<file path="src/hw/rtl/form_field_value_extractor_top_assert.svh">
// Assertion helpers for the RTL
`ifndef FORM_FIELD_VALUE_EXTRACTOR_TOP_ASSERT_SVH
`define FORM_FIELD_VALUE_EXTRACTOR_TOP_ASSERT_SVH

// cond must hold at every clock edge out of reset
`define FFVE_ASSERT_ALWAYS(lbl, clk, rst_n, cond) \
	lbl: assert property (@(posedge clk) disable iff (!rst_n) (cond)) \
		else $error("ffve: invariant violated");

// when ante holds, cons must hold in the next cycle
`define FFVE_ASSERT_NEXT(lbl, clk, rst_n, ante, cons) \
	lbl: assert property (@(posedge clk) disable iff (!rst_n) (ante) |=> (cons)) \
		else $error("ffve: next-cycle check failed");

`endif

</file>
<file path="src/hw/rtl/ffve_pkg.sv">
`timescale 1ns / 1ps
package ffve_pkg;

	localparam int MAX_KEY_CHARS = 8;

	localparam logic [7:0] CH_AMP   = 8'h26;
	localparam logic [7:0] CH_EQ    = 8'h3D;
	localparam logic [7:0] CH_PLUS  = 8'h2B;
	localparam logic [7:0] CH_PCT   = 8'h25;
	localparam logic [7:0] CH_TAB   = 8'h09;
	localparam logic [7:0] CH_CR    = 8'h0D;
	localparam logic [7:0] CH_LF    = 8'h0A;
	localparam logic [7:0] CH_SPACE = 8'h20;

	// register index, taken from paddr[3]
	localparam logic REG_KEY_TEXT   = 1'b0;
	localparam logic REG_KEY_LENGTH = 1'b1;

	typedef struct packed {
		logic       has;
		logic [7:0] value_byte;
		logic       byte_valid;
		logic       value_end;
		logic       key_found;
	} ffve_res_t;

	function automatic logic [3:0] hex_digit(input logic [7:0] b);
		logic [7:0] d;
		begin
			d = 8'h00;
			if (b >= 8'h30 && b <= 8'h39) begin
				d = b - 8'h30;
			end else if (b >= 8'h61 && b <= 8'h66) begin
				d = b - 8'h57;
			end else if (b >= 8'h41 && b <= 8'h46) begin
				d = b - 8'h37;
			end
			return d[3:0];
		end
	endfunction

	function automatic logic is_space(input logic [7:0] v);
		return (v == CH_SPACE) || (v == CH_TAB) || (v == CH_CR) || (v == CH_LF);
	endfunction

endpackage

</file>
<file path="src/hw/rtl/ffve_scan.sv">
`timescale 1ns / 1ps
`include "form_field_value_extractor_top_assert.svh"
module ffve_scan
	import ffve_pkg::*;
(
	input  logic        clk,
	input  logic        arst_n,
	input  logic        step,
	input  logic [7:0]  in_byte,
	input  logic        end_of_text,
	input  logic [63:0] key_text,
	input  logic [3:0]  key_length,
	output ffve_res_t   res
);

	localparam logic [1:0] PH_NAME  = 2'd0;
	localparam logic [1:0] PH_SKIP  = 2'd1;
	localparam logic [1:0] PH_VALUE = 2'd2;
	localparam logic [1:0] PH_DONE  = 2'd3;

	localparam logic [1:0] ESC_NONE = 2'd0;
	localparam logic [1:0] ESC_PCT  = 2'd1;
	localparam logic [1:0] ESC_ONE  = 2'd2;

	logic [1:0] phase_q, phase_n;
	logic [3:0] cnt_q, cnt_n;
	logic [7:0] prev_q, prev_n;
	logic [1:0] esc_q, esc_n;
	logic [7:0] ev_q, ev_n;
	logic       endr_q, endr_n;

	logic       term;
	logic [3:0] klen;
	logic [7:0] key_ch;
	logic [7:0] ev_new;
	logic       fin;
	logic [7:0] fin_v;
	logic       emit;
	logic [7:0] ch;
	logic       vend;
	logic       found;
	logic       state_clear;

	assign term   = end_of_text || (in_byte == 8'h00);
	assign klen   = (key_length > 4'(MAX_KEY_CHARS)) ? 4'(MAX_KEY_CHARS) : key_length;
	assign key_ch = key_text[{cnt_q[2:0], 3'b000} +: 8];
	assign ev_new = {ev_q[3:0], hex_digit(in_byte)};

	always_comb begin
		phase_n = phase_q;
		cnt_n   = cnt_q;
		prev_n  = prev_q;
		esc_n   = esc_q;
		ev_n    = ev_q;
		endr_n  = endr_q;
		emit    = 1'b0;
		ch      = 8'h00;
		vend    = 1'b0;
		found   = 1'b0;
		fin     = 1'b0;
		fin_v   = 8'h00;

		if (in_byte != 8'h00) begin
			unique case (phase_q)
				PH_NAME: begin
					if (cnt_q < klen && in_byte == key_ch) begin
						cnt_n = cnt_q + 4'd1;
					end else if (cnt_q >= klen && in_byte == CH_EQ) begin
						phase_n = PH_VALUE;
						prev_n  = CH_SPACE;
					end else if (in_byte == CH_AMP) begin
						cnt_n = 4'd0;
					end else begin
						phase_n = PH_SKIP;
					end
				end
				PH_SKIP: begin
					if (in_byte == CH_AMP) begin
						phase_n = PH_NAME;
						cnt_n   = 4'd0;
					end
				end
				PH_VALUE: begin
					if (esc_q != ESC_NONE) begin
						if (esc_q == ESC_PCT) begin
							esc_n = ESC_ONE;
							ev_n  = ev_new;
						end else begin
							fin   = 1'b1;
							fin_v = ev_new;
						end
					end else if (in_byte == CH_AMP) begin
						phase_n = PH_DONE;
						endr_n  = 1'b1;
						vend    = 1'b1;
						found   = 1'b1;
					end else if (in_byte == CH_PLUS) begin
						emit   = (prev_q != CH_SPACE);
						ch     = CH_SPACE;
						prev_n = CH_SPACE;
					end else if (in_byte == CH_PCT) begin
						esc_n = ESC_PCT;
						ev_n  = 8'h00;
					end else begin
						prev_n = in_byte;
						emit   = 1'b1;
						ch     = in_byte;
					end
				end
				default: begin
				end
			endcase
		end

		// end of text or a NUL byte flushes a half-read escape
		if (term && !fin && phase_n == PH_VALUE && esc_n != ESC_NONE) begin
			fin   = 1'b1;
			fin_v = (esc_n == ESC_PCT) ? 8'h00 : {ev_n[3:0], 4'h0};
		end

		if (fin) begin
			esc_n = ESC_NONE;
			ev_n  = 8'h00;
			if (is_space(fin_v)) begin
				emit   = (prev_n != CH_SPACE);
				ch     = CH_SPACE;
				prev_n = CH_SPACE;
			end else begin
				prev_n = fin_v;
				emit   = (fin_v != 8'h00);
				ch     = fin_v;
			end
		end

		if (term) begin
			if (!endr_n) begin
				vend  = 1'b1;
				found = (phase_n == PH_VALUE);
			end
			phase_n = PH_NAME;
			cnt_n   = 4'd0;
			prev_n  = CH_SPACE;
			esc_n   = ESC_NONE;
			ev_n    = 8'h00;
			endr_n  = 1'b0;
		end
	end

	assign res.has        = emit || vend;
	assign res.value_byte = emit ? ch : 8'h00;
	assign res.byte_valid = emit;
	assign res.value_end  = vend;
	assign res.key_found  = vend && found;

	always_ff @(posedge clk or negedge arst_n) begin
		if (!arst_n) begin
			phase_q <= PH_NAME;
			cnt_q   <= 4'd0;
			prev_q  <= CH_SPACE;
			esc_q   <= ESC_NONE;
			ev_q    <= 8'h00;
			endr_q  <= 1'b0;
		end else if (step) begin
			phase_q <= phase_n;
			cnt_q   <= cnt_n;
			prev_q  <= prev_n;
			esc_q   <= esc_n;
			ev_q    <= ev_n;
			endr_q  <= endr_n;
		end
	end

	assign state_clear = (phase_q == PH_NAME) && (cnt_q == 4'd0) && (esc_q == ESC_NONE) &&
		!endr_q && (prev_q == CH_SPACE);

	`FFVE_ASSERT_ALWAYS(a_esc_only_in_value, clk, arst_n, (esc_q == ESC_NONE) || (phase_q == PH_VALUE))
	`FFVE_ASSERT_ALWAYS(a_end_means_done, clk, arst_n, !endr_q || (phase_q == PH_DONE))
	`FFVE_ASSERT_ALWAYS(a_cnt_range, clk, arst_n, (cnt_q <= 4'(MAX_KEY_CHARS)) && (esc_q != 2'd3))
	`FFVE_ASSERT_NEXT(a_rearm, clk, arst_n, step && term, state_clear)

endmodule

</file>
<file path="src/hw/rtl/form_field_value_extractor_top.sv">
`timescale 1ns / 1ps
// channel   dir  request                        sideband
// s_axis    in   tdata = in_byte                tlast = end_of_text
// m_axis    out  tdata = value_byte             tlast = value_end,
//                                               tuser = {key_found, byte_valid}
// apb       in   key_text @ 0x0, key_length @ 0x8 (64-bit data)
//
// One byte per cycle unless the result stalls: input register, one pass of scan
// logic, result register. Bytes that yield nothing produce no result. Async
// active-low reset clears state and keys. A stalled result holds; the input
// register still drains while the result register is free or being taken, so
// tready drops only on a full stall.
module form_field_value_extractor_top
	import ffve_pkg::*;
(
	input  logic        clk,
	input  logic        arst_n,

	input  logic        s_axis_tvalid,
	output logic        s_axis_tready,
	input  logic [7:0]  s_axis_tdata,   // [7:0] in_byte
	input  logic        s_axis_tlast,

	output logic        m_axis_tvalid,
	input  logic        m_axis_tready,
	output logic [7:0]  m_axis_tdata,   // [7:0] value_byte
	output logic        m_axis_tlast,
	output logic [1:0]  m_axis_tuser,   // [0] byte_valid, [1] key_found

	input  logic        psel,
	input  logic        penable,
	input  logic        pwrite,
	input  logic [3:0]  paddr,
	input  logic [63:0] pwdata,
	output logic [63:0] prdata,
	output logic        pready
);

	logic [63:0] key_text_q;
	logic [3:0]  key_length_q;

	logic        valid_s1;
	logic [7:0]  byte_s1;
	logic        eot_s1;

	logic        out_valid_q;
	logic [7:0]  out_byte_q;
	logic        out_bvalid_q;
	logic        out_end_q;
	logic        out_found_q;

	ffve_res_t   res;
	logic        adv;
	logic        load;

	assign pready = 1'b1;
	assign prdata = (paddr[3] == REG_KEY_LENGTH) ? {60'd0, key_length_q} : key_text_q;

	always_ff @(posedge clk or negedge arst_n) begin
		if (!arst_n) begin
			key_text_q   <= 64'd0;
			key_length_q <= 4'd0;
		end else if (psel && penable && pwrite && pready) begin
			if (paddr[3] == REG_KEY_TEXT) begin
				key_text_q <= pwdata;
			end else begin
				key_length_q <= pwdata[3:0];
			end
		end
	end

	assign adv  = valid_s1 && (!res.has || !out_valid_q || m_axis_tready);
	assign load = adv && res.has;
	assign s_axis_tready = !valid_s1 || adv;

	always_ff @(posedge clk or negedge arst_n) begin
		if (!arst_n) begin
			valid_s1 <= 1'b0;
		end else if (s_axis_tready) begin
			valid_s1 <= s_axis_tvalid;
		end
	end

	always_ff @(posedge clk) begin
		if (s_axis_tready && s_axis_tvalid) begin
			byte_s1 <= s_axis_tdata;
			eot_s1  <= s_axis_tlast;
		end
	end

	ffve_scan u_scan (
		.clk         (clk),
		.arst_n      (arst_n),
		.step        (adv),
		.in_byte     (byte_s1),
		.end_of_text (eot_s1),
		.key_text    (key_text_q),
		.key_length  (key_length_q),
		.res         (res)
	);

	always_ff @(posedge clk or negedge arst_n) begin
		if (!arst_n) begin
			out_valid_q <= 1'b0;
		end else if (load) begin
			out_valid_q <= 1'b1;
		end else if (m_axis_tready) begin
			out_valid_q <= 1'b0;
		end
	end

	always_ff @(posedge clk) begin
		if (load) begin
			out_byte_q   <= res.value_byte;
			out_bvalid_q <= res.byte_valid;
			out_end_q    <= res.value_end;
			out_found_q  <= res.key_found;
		end
	end

	assign m_axis_tvalid = out_valid_q;
	assign m_axis_tdata  = out_byte_q;
	assign m_axis_tlast  = out_end_q;
	assign m_axis_tuser  = {out_found_q, out_bvalid_q};

endmodule
</file>
<file path="config.mk">
export PLATFORM = sky130hd
export DESIGN_NAME = form_field_value_extractor_top
export DESIGN_NICKNAME = d
export VERILOG_FILES = /design/src/hw/rtl/ffve_pkg.sv /design/src/hw/rtl/ffve_scan.sv /design/src/hw/rtl/form_field_value_extractor_top.sv
export VERILOG_INCLUDE_DIRS = /design/src /design/src/hw/rtl
export SDC_FILE = /design/constraint.sdc
export NUM_CORES = 1
export LEC_CHECK = 0
export BUFFER_PORTS_ARGS = -buffer_cell sky130_fd_sc_hd__clkbuf_2
export CAP_MARGIN = 20
export CORE_UTILIZATION = 40
export CTS_BUF_LIST = sky130_fd_sc_hd__clkbuf_4 sky130_fd_sc_hd__clkbuf_8
export DETAILED_ROUTE_END_ITERATION = 12
export PLACE_DENSITY = 0.64
export SETUP_SLACK_MARGIN = 0.2
export SKIP_CTS_REPAIR_TIMING = 1
export SLEW_MARGIN = 10
export SYNTH_ARGS = -nofsm -noshare
export SYNTH_HDL_FRONTEND = slang
export SYNTH_SLANG_ARGS = --single-unit
</file>
<file path="constraint.sdc">
create_clock -name clk -period 4 [get_ports clk]
set_clock_uncertainty 0.05 [all_clocks]
set_input_delay 1 -clock clk [delete_from_list [all_inputs] [get_ports clk]]
set_output_delay 1 -clock clk [all_outputs]
set_load 0.01 [all_outputs]
</file>
==> results list, run 1 <==
- All-Layer GR Usage: 0.2520
- Before antenna repair, the detailed router went through 5 iterations.
- Setup repair after global routing could not meet its margin everywhere.
- After detailed routing, the total wire length is 20850 µm.
- Worst vdd rail ir drop: 0.0002209 V
- The floorplan step set the die height to 130.5 µm.
* Largest net degree at the start of global routing: 65
* Final Cell Area: 8906 µm²
- In this run the tool buffered the top-level ports with 157 buffer cells.
* Fraction of the yosys area taken by sequential cells: 0.4360
* Placed inst area: 8442 µm²
* Synthesis warning total: 0
- Total overflow reported by the global router: 0
- In the routed design, unresolved DRC markers number 0.
- Among all flip-flop cells after synthesis, the most frequent one is sky130_fd_sc_hd__dfrtp_1.
- Hold WS: 483.2 ps
* Worst setup SP type: flip-flop
- Path type of the worst setup path: reg -> out
- Final Hold Vio Count: 0
- Fill cell total of the finished layout: 1467
* Initial antenna violation count: 0
- In the finished design, the share of the clock period the worst path needs comes to 1.169.
* Total power divided by cell area: 330.4 nW/µm²
- The count of pins over their slew limit was 0.
- Achievable frequency: 213.8 MHz
- Starting density of the core: 0.4127
- For this block, the initial DRC count from the detailed router was 322.
- After global routing, the most crowded layer is met2.
- Failing checks: setup timing
- Horizontal extent of the die: 130.5 µm
- RePlAce Congestion: 0.8845
* WL/cell: 19.02 µm
- Placement row count: 46
- After clock tree synthesis, the clock-pin slew on the worst setup and hold paths is 120 ps.
- Yosys mapped a number of flops with a built-in enable equal to 20.
- CTS root buf: sky130_fd_sc_hd__clkbuf_8
- For the worst flop-to-flop path, the logic depth is 13.
- Area of all sequential standard cells: 2882 µm²
* Count of nets after finishing: 969
- Via density per instance: 5.340
* Cell leakage power: 4.088 nW
* CTS H-tree lvls: 3
* Outcome: finished with violations
* Required @ worst endpoint: 2950 ps
* Final core utilization: 0.5566
* Mapped Nets: 713
- STA classifies the critical path endpoint as an output pin.
* Total inserted antenna cells: 0
* Clock buffer count from CTS: 9
* Met1 track demand over resource: 0.3154
- Maxcap violations: 0
- The floorplan step defined a die boundary enclosing 17020 µm².
- Synthesis-to-layout area growth: 34.89%
- For this run, global-route usage on met3 was measured as 0.03950.
* Share of final-layout standard cells stronger than drive strength 1: 0.4864
- In the global route stage, met2 resource usage came out at 0.4318.
- Remaining number of nets flagged by the antenna check after routing: 0
* Count of unique library cells instantiated by Yosys: 77
- HPWL reported at the end of detailed placement: 15680 µm
- The number of global-route vias before repair came to 6066.
* Worst Hold Depth: 1
- Least-Margin Pin Slew: 649.2 ps
* FF+latch count, synth: 111
- Clock Sinks: 111
* Worst slew margin: 0.5639
- The worst hold path belongs to the class reg -> reg.
- Worst Setup Slack, final: -677.0 ps
* Count of endpoints failing setup in the final report: 1
- Counting flops with an async set or reset pin after synthesis yields a share of 0.8198.
* Final period demand of the worst path: 4677 ps
- The clock passes through at most 2 buffers.
- Standard cell core area: 16000 µm²
* Critical Path Fanout Max: 5
* Clock tree from TritonCTS: yes
- Counting every instance in the synthesized netlist gives 619.
- The first global-routing pass estimated 32130 µm of wire.
* IO Count: 162
* Signal arrival time at the worst endpoint: 3630 ps
- Area of the multi-input gates: 3667 µm²
* Routed via count: 5853
- For the worst-skew pair, the clock arrives at the later sink with an insertion delay of 410 ps.
- Averaged over all synthesized cells, the footprint is 10.67 µm².
* Cell area after synthesis: 6603 µm²
-- stage by stage --
stage	power [W]	cells	setup TNS (ps)	setup WS [ps]
CTS	0.002937	1088	-742.4	-742.4
detailed placement	0.002229	1072	-282.5	-282.5
global route	0.003086	1096	-798.8	-798.8
finish	0.002942	1096	-677.0	-677.0
global placement	0.002203	1072	-293.8	-293.8
floorplan	0.001865	619	0	14.46
-- worst max-delay path, cell delays in order, from the launching register on --
cell                        delay (ps)
sky130_fd_sc_hd__edfxtp_1          490
sky130_fd_sc_hd__buf_4             200
sky130_fd_sc_hd__or4b_4            540
sky130_fd_sc_hd__o31ai_4           370
sky130_fd_sc_hd__nor3_4             70
sky130_fd_sc_hd__nor2_2             80
sky130_fd_sc_hd__nor2_1             50
sky130_fd_sc_hd__a2111o_1          340
sky130_fd_sc_hd__a2111oi_4         520
sky130_fd_sc_hd__a31oi_4           160
sky130_fd_sc_hd__o211ai_1          240
sky130_fd_sc_hd__buf_2             170
-- power by group --
| part | internal, W | total, W | switching, W |
|---|---|---|---|
| Sequential | 0.00132 | 0.00145 | 0.000135 |
| Clock | 0.000248 | 0.000714 | 0.000466 |
| Combinational | 0.000429 | 0.000777 | 0.000348 |
-- registers in the layout (all words and copies together) (netlist names) --
name            count
key_text_q         64
byte_s1             8
m_axis_tdata        8
u_scan.prev_q       8
key_length_q        4
u_scan.cnt_q        4
u_scan.ev_q         4
u_scan.esc_q        2
u_scan.phase_q      2
eot_s1              1
m_axis_tlast        1
m_axis_tvalid       1
out_bvalid_q        1
out_found_q         1
u_scan.endr_q       1
valid_s1            1
-- cell usage in the layout, fill, tap and decap left out, types with 24 or more instances in the layout --
| cell | n |
|---|---|
| sky130_fd_sc_hd__nor2_1 | 31 |
| sky130_fd_sc_hd__mux2i_1 | 24 |
| sky130_fd_sc_hd__nand2_1 | 39 |
| sky130_fd_sc_hd__mux2_2 | 72 |
| sky130_fd_sc_hd__dfrtp_1 | 88 |
| sky130_fd_sc_hd__clkbuf_2 | 155 |
| sky130_fd_sc_hd__buf_4 | 118 |
| sky130_fd_sc_hd__a21oi_1 | 24 |
| sky130_fd_sc_hd__nor2b_1 | 66 |
-- synthesized netlist by cell type (all sizes together) (3+ instances only) --
library cell | number | share of area
nor4 | 3 | 0.0028
and2 | 4 | 0.0038
nor2b | 66 | 0.063
o31ai | 6 | 0.0089
a22oi | 13 | 0.015
a2111oi | 3 | 0.0070
buf | 14 | 0.014
nand2 | 39 | 0.022
inv | 17 | 0.0097
a31oi | 8 | 0.0099
nand4 | 4 | 0.0038
mux4 | 6 | 0.020
dfrtp | 90 | 0.34
clkbuf | 24 | 0.014
nor4bb | 3 | 0.0045
a22o | 3 | 0.0040
nor3 | 14 | 0.012
or4b | 3 | 0.0051
and3 | 3 | 0.0028
mux2 | 79 | 0.14
o21ai | 23 | 0.020
o22ai | 3 | 0.0028
nand3 | 13 | 0.0099
nor2 | 35 | 0.020
ha | 10 | 0.019
mux2i | 25 | 0.038
a21o | 6 | 0.0068
o21a | 4 | 0.0045
edfxtp | 20 | 0.091
nor3b | 3 | 0.0034
nand2b | 7 | 0.0066
a21oi | 24 | 0.018
-- worst paths after layout --
| check | end | slack, ps | startpoint |
|---|---|---|---|
| max | s_axis_tready | -680 | byte_s1[6]$_DFFE_PP_ |
| min | key_length_q[0]$_DFFE_PN0P_ | 480 | key_length_q[0]$_DFFE_PN0P_ |
| max reg2reg | byte_s1[7]$_DFFE_PP_ | 170 | byte_s1[6]$_DFFE_PP_ |
| min reg2reg | key_length_q[0]$_DFFE_PN0P_ | 480 | key_length_q[0]$_DFFE_PN0P_ |
| max in group asynchronous | key_text_q[2]$_DFFE_PN0P_ | 2580 | arst_n |
| min in group asynchronous | u_scan.ev_q[3]$_DFFE_PN0N_ | 550 | arst_n |
-- cell families (layout without fill, tap and decap cells) --
kind of cell / Yosys count / after routing / synth area share
compound gates: 125 / 125 / 0.1399
xor+xnor: 2 / 2 / 0.002654
fa+ha+maj: 10 / 10 / 0.01895
buf+inv: 55 / 316 / 0.03695
flops: 111 / 111 / 0.4360
mux: 110 / 110 / 0.1948
other cells: 1 / 1 / 0.0005680
simple gates: 205 / 205 / 0.1702
-- metal layers --
metal / vias up / wire (µm)
met1: 2853 / 8940
met2: 195 / 10350
li1: 2769 / -
met5: - / 0
met4: 0 / 603
met3: 36 / 954
-- layout make-up --
| type | instances | area share |
|---|---|---|
| clock buffers | 9 | 0.01391 |
| clock inverters | 7 | 0.008570 |
| inverters | 17 | 0.007446 |
| multi-input cells | 453 | 0.4118 |
| flip-flops and latches | 111 | 0.3235 |
| well taps | 216 | 0.03035 |
| repair buffers | 283 | 0.2044 |
Note: power is estimated with default switching activity, not from simulation.
==> inputs of run 2 (changes only) <==
--- a/config.mk
+++ b/config.mk
@@ -11,10 +11,10 @@
 export CORE_UTILIZATION = 40
 export CTS_BUF_LIST = sky130_fd_sc_hd__clkbuf_4 sky130_fd_sc_hd__clkbuf_8
 export DETAILED_ROUTE_END_ITERATION = 12
-export PLACE_DENSITY = 0.64
+export GPL_TIMING_DRIVEN = 0
+export PLACE_DENSITY = 0.62
 export SETUP_SLACK_MARGIN = 0.2
 export SKIP_CTS_REPAIR_TIMING = 1
-export SLEW_MARGIN = 10
 export SYNTH_ARGS = -nofsm -noshare
 export SYNTH_HDL_FRONTEND = slang
 export SYNTH_SLANG_ARGS = --single-unit
==> constraint.sdc (replaced) <==
create_clock -name clk -period 4.55 [get_ports clk]
set_clock_uncertainty 0.05 [all_clocks]
set_input_delay 1.1375 -clock clk [delete_from_list [all_inputs] [get_ports clk]]
set_output_delay 1.1375 -clock clk [all_outputs]
set_load 0.01 [all_outputs]
==> run 2 against run 1 <==
The run still ends with setup timing left. Non-clock buffer count decreased by 56. Die area unchanged. Worst setup slack improved by 380 ps. Critical path depth increased by 2. Count of clock-buffer cells in the layout unchanged. First-iteration DRC count increased by 16%. Sequential share of layout area increased by 1.6 points. Register-to-register slack improved by 320 ps. Clock power decreased by 12%. Critical path type unchanged. Flip-flop and latch count unchanged. Global-route usage increased by 0.14 points.
==> results list, run 2 (same netlist as run 1, synthesis figures left out) <==
* Outcome: finished with violations (unchanged)
* Failing checks: setup timing (unchanged)
- The clock network fraction of total power is 0.246 (was 0.243).
- Post-Route Setup TNS: -293.5 ps (was -677.0 ps)
- The antenna diode count came to 0 (unchanged).
- Worst vdd rail ir drop: 0.0001930 V (was 0.0002209 V)
- Final period demand of the worst path: 4844 ps
* Pins Over Slew Limit: 0 (unchanged)
- Required @ worst endpoint: 3360 ps (was 2950 ps)
- Total power divided by cell area: 302.2 nW/µm² (was 330.4 nW/µm²)
- The detailed-route wire length is 21110 µm (was 20850 µm).
* Reg-to-reg critical path startpoint: byte_s1[1]$_DFFE_PP_ (was byte_s1[6]$_DFFE_PP_)
- CTS root buf: sky130_fd_sc_hd__clkbuf_8 (unchanged)
- The total global routing track utilization is 0.2534 (was 0.2520).
- The total of max-cap violations came to 0 (unchanged).
* Starting density of the core: 0.4127 (unchanged)
* Clock Sinks: 111 (unchanged)
* Achievable frequency: 206.5 MHz
- The wire length of the first global-routing pass was 31890 µm (was 32130 µm).
- The total count of hold-check failures in the final report is 0 (unchanged).
- The part of the total power dissipated in combinational logic was 0.256 (was 0.264).
- The internal power summed over all cells came to 0.001715 W (was 0.001993 W).
* Unrepaired setup endpoints after global routing: true (unchanged)
- The element type at the critical path start was a flip-flop (unchanged).
* Standard cell core area: 16000 µm² (unchanged)
- The most common library cell in the layout ignoring fill and taps is sky130_fd_sc_hd__clkbuf_2 (unchanged).
- Sw power: 0.0008466 W (was 0.0009489 W)
- Logic depth of the worst register-to-register path: 16 (was 13)
* Max incr delay on CP: 510 ps (was 540 ps)
- The arrival time of the worst setup path came to 3660 ps (was 3630 ps).
- Die extent in y: 130.5 µm (unchanged)
* Cell leakage power: 3.736 nW (was 4.088 nW)
* Top register by number of flip-flops: key_text_q (unchanged)
* Worst reg-to-reg setup slack: 490 ps (was 170 ps)
* Startpoint of the tightest hold check path: u_scan.cnt_q[3]$_DFFE_PN0P_ (was key_length_q[0]$_DFFE_PN0P_)
- Pwr Total: 0.002562 W (was 0.002942 W)
- Number of global-route vias before repair: 5763 (was 6066)
- Detailed Routing Iterations Pass 1: 6 (was 5)
- Critical Path Fanout Max: 6 (was 5)
- Path type of the worst setup path: reg -> out (unchanged)
- Leading cell types in the layout, fill and taps excluded: 157 x sky130_fd_sc_hd__clkbuf_2, 88 x sky130_fd_sc_hd__dfrtp_1, 76 x sky130_fd_sc_hd__mux2_2 (was 155 x sky130_fd_sc_hd__clkbuf_2, 118 x sky130_fd_sc_hd__buf_4, 88 x sky130_fd_sc_hd__dfrtp_1)
* Initial antenna violation count: 0 (unchanged)
- The clock transition at the registers of the reported paths is 120 ps (about the same).
- Setup crit end kind: output pin (unchanged)
- The site row count is 46 (unchanged).
- The width of the chip is 130.5 µm (unchanged).
- The end point of the most critical hold path is u_scan.cnt_q[3]$_DFFE_PN0P_ (was key_length_q[0]$_DFFE_PN0P_).
* DIE AREA: 17020 µm² (unchanged)
- The maximum number of pins on one net before global-route repair came to 67 (was 65).
* Number of DRC markers in iteration 0: 372 (was 322)
- Share of final-layout standard cells stronger than drive strength 1: 0.4502 (was 0.4864)
- Tightest Hold Check Type: reg -> reg (unchanged)
* Switching share of total power: 0.3305 (was 0.3225)
- HPWL reported at the end of detailed placement: 15800 µm (was 15680 µm)
- The flip-flop count of the largest register after layout is 64 (unchanged).
- Worst Setup Slack, final: -293.5 ps (was -677.0 ps)
- The final layout net count is 913 (was 969).
- The placement-stage cell area came to 7696 µm² (was 8442 µm²).
- CP delay by family, top: compound AO/OA/AOI/OAI gates (unchanged)
- Capture point of the worst reg-to-reg path: u_scan.prev_q[7]$_DFFE_PN0N_ (was byte_s1[7]$_DFFE_PP_)
- The number of buffers and inverters on the critical path came to 3 (was 2).
- The residual overflow from global routing was 0 (unchanged).
* Count of input and output buffers: 157 (unchanged)
- The final weighted congestion of routability-driven global placement came to 0.9370 (was 0.8845).
- Maximum clock insertion buffer count: 2 (unchanged)
* Least-Margin Pin Slew: 849.6 ps (was 649.2 ps)
* Final Cell Area: 8477 µm² (was 8906 µm²)
* Clock tree from TritonCTS: yes (unchanged)
- The top-level I/O count came to 162 (unchanged).
- Worst slew margin: 0.4315 (was 0.5639)
- The slowest cell on the critical path was sky130_fd_sc_hd__edfxtp_1 (was sky130_fd_sc_hd__or4b_4).
- Of the available clock period, the critical path in the final layout requires 1.065.
- Via density per instance: 5.616 (was 5.340)
* Clock buffer count from CTS: 9 (unchanged)
* Count of endpoints failing setup in the final report: 1 (unchanged)
- Worst Hold Depth: 1 (unchanged)
- CTS H-tree lvls: 3 (unchanged)
* Synthesis-to-layout area growth: 28.39% (was 34.89%)
- Clock network latency to the later pin of the worst-skew pair: 420 ps (was 410 ps)
- The number of nets with antenna violations after routing is 0 (unchanged).
- The total number of cells along the worst setup path was 13 (was 11).
- Routed via count: 5841 (was 5853)
- Sequential power share: 0.498 (was 0.493)
* WL/cell: 20.30 µm (was 19.02 µm)
- Worst-path cell chain: inv_2, ha_1, or4b_4, o21ai_4, nor3_4, nor2_2, nor2_1, a2111o_1, a2111oi_4, buf_4, a31oi_4, o211ai_1, buf_2 (was buf_4, or4b_4, o31ai_4, nor3_4, nor2_2, nor2_1, a2111o_1, a2111oi_4, a31oi_4, o211ai_1, buf_2).
- The count of unresolved DRC violations after routing came to 0 (unchanged).
## run 2: metal layers
layer,vias to the layer above,track usage,routed length [µm]
met4,0,0.09939,697
li1,2659,-,-
met3,44,0.05171,1269
met1,2903,0.3282,9067
met5,-,0,0
met2,235,0.4165,10070
## run 2: power groups by stage
stage / Sequential (W) / Clock (W) / Combinational (W)
CTS: 0.00127 / 0.000645 / 0.000624
global placement: 0.00128 / 0 / 0.000605
floorplan: 0.00124 / 0 / 0.000393
finish: 0.00127 / 0.000631 / 0.000656
detailed placement: 0.00129 / 0 / 0.000620
global route: 0.00129 / 0.000682 / 0.000711
## run 2: metrics by stage
step	hold WS, ps	util	setup WS [ps]	instances
after floorplan	405.0	-	210.8	619
after global placement	440.5	0.4791	-678.0	992
after detailed placement	444.8	0.4810	-609.3	993
after CTS	461.7	0.4941	-1095	1009
after global routing	504.2	0.5298	-459.2	1040
final	468.1	0.5298	-293.5	1040
## run 2: worst reg2reg max path, cell delays in order, from the launching register on
cell and delay (ps):
sky130_fd_sc_hd__edfxtp_1 510, sky130_fd_sc_hd__inv_2 140, sky130_fd_sc_hd__ha_1 140, sky130_fd_sc_hd__or4b_4 510
sky130_fd_sc_hd__o21ai_4 260, sky130_fd_sc_hd__nor3_4 70, sky130_fd_sc_hd__nor2_2 90, sky130_fd_sc_hd__nor2_1 60
sky130_fd_sc_hd__a2111o_1 420, sky130_fd_sc_hd__a2111oi_4 290, sky130_fd_sc_hd__buf_4 190, sky130_fd_sc_hd__a31oi_4 110
sky130_fd_sc_hd__buf_4 160, sky130_fd_sc_hd__buf_4 140, sky130_fd_sc_hd__o21ai_4 270, sky130_fd_sc_hd__buf_6 230
sky130_fd_sc_hd__mux2_4 310
## run 2: cell type report
type                    instances  area [µm²]
fillers                      1501        7523
multi-input cells             453        3772
flip-flops and latches        111        2882
repair buffers                190        1054
well taps                     216       270.3
plain buffers                  37       226.5
clock buffers                   9       123.9
clock inverters                 7       85.08
inverters                      17       63.81
## run 2: how the worst max path moves through the flow
stage                                     start       endpoint  slack (ps)
floorplan                  byte_s1[0]$_DFFE_PP_  s_axis_tready         210
global route               byte_s1[1]$_DFFE_PP_  s_axis_tready        -460
global placement    u_scan.cnt_q[0]$_DFFE_PN0P_  s_axis_tready        -680
CTS                 u_scan.cnt_q[0]$_DFFE_PN0P_  s_axis_tready       -1090
finish                     byte_s1[1]$_DFFE_PP_  s_axis_tready        -290
detailed placement  u_scan.cnt_q[0]$_DFFE_PN0P_  s_axis_tready        -610
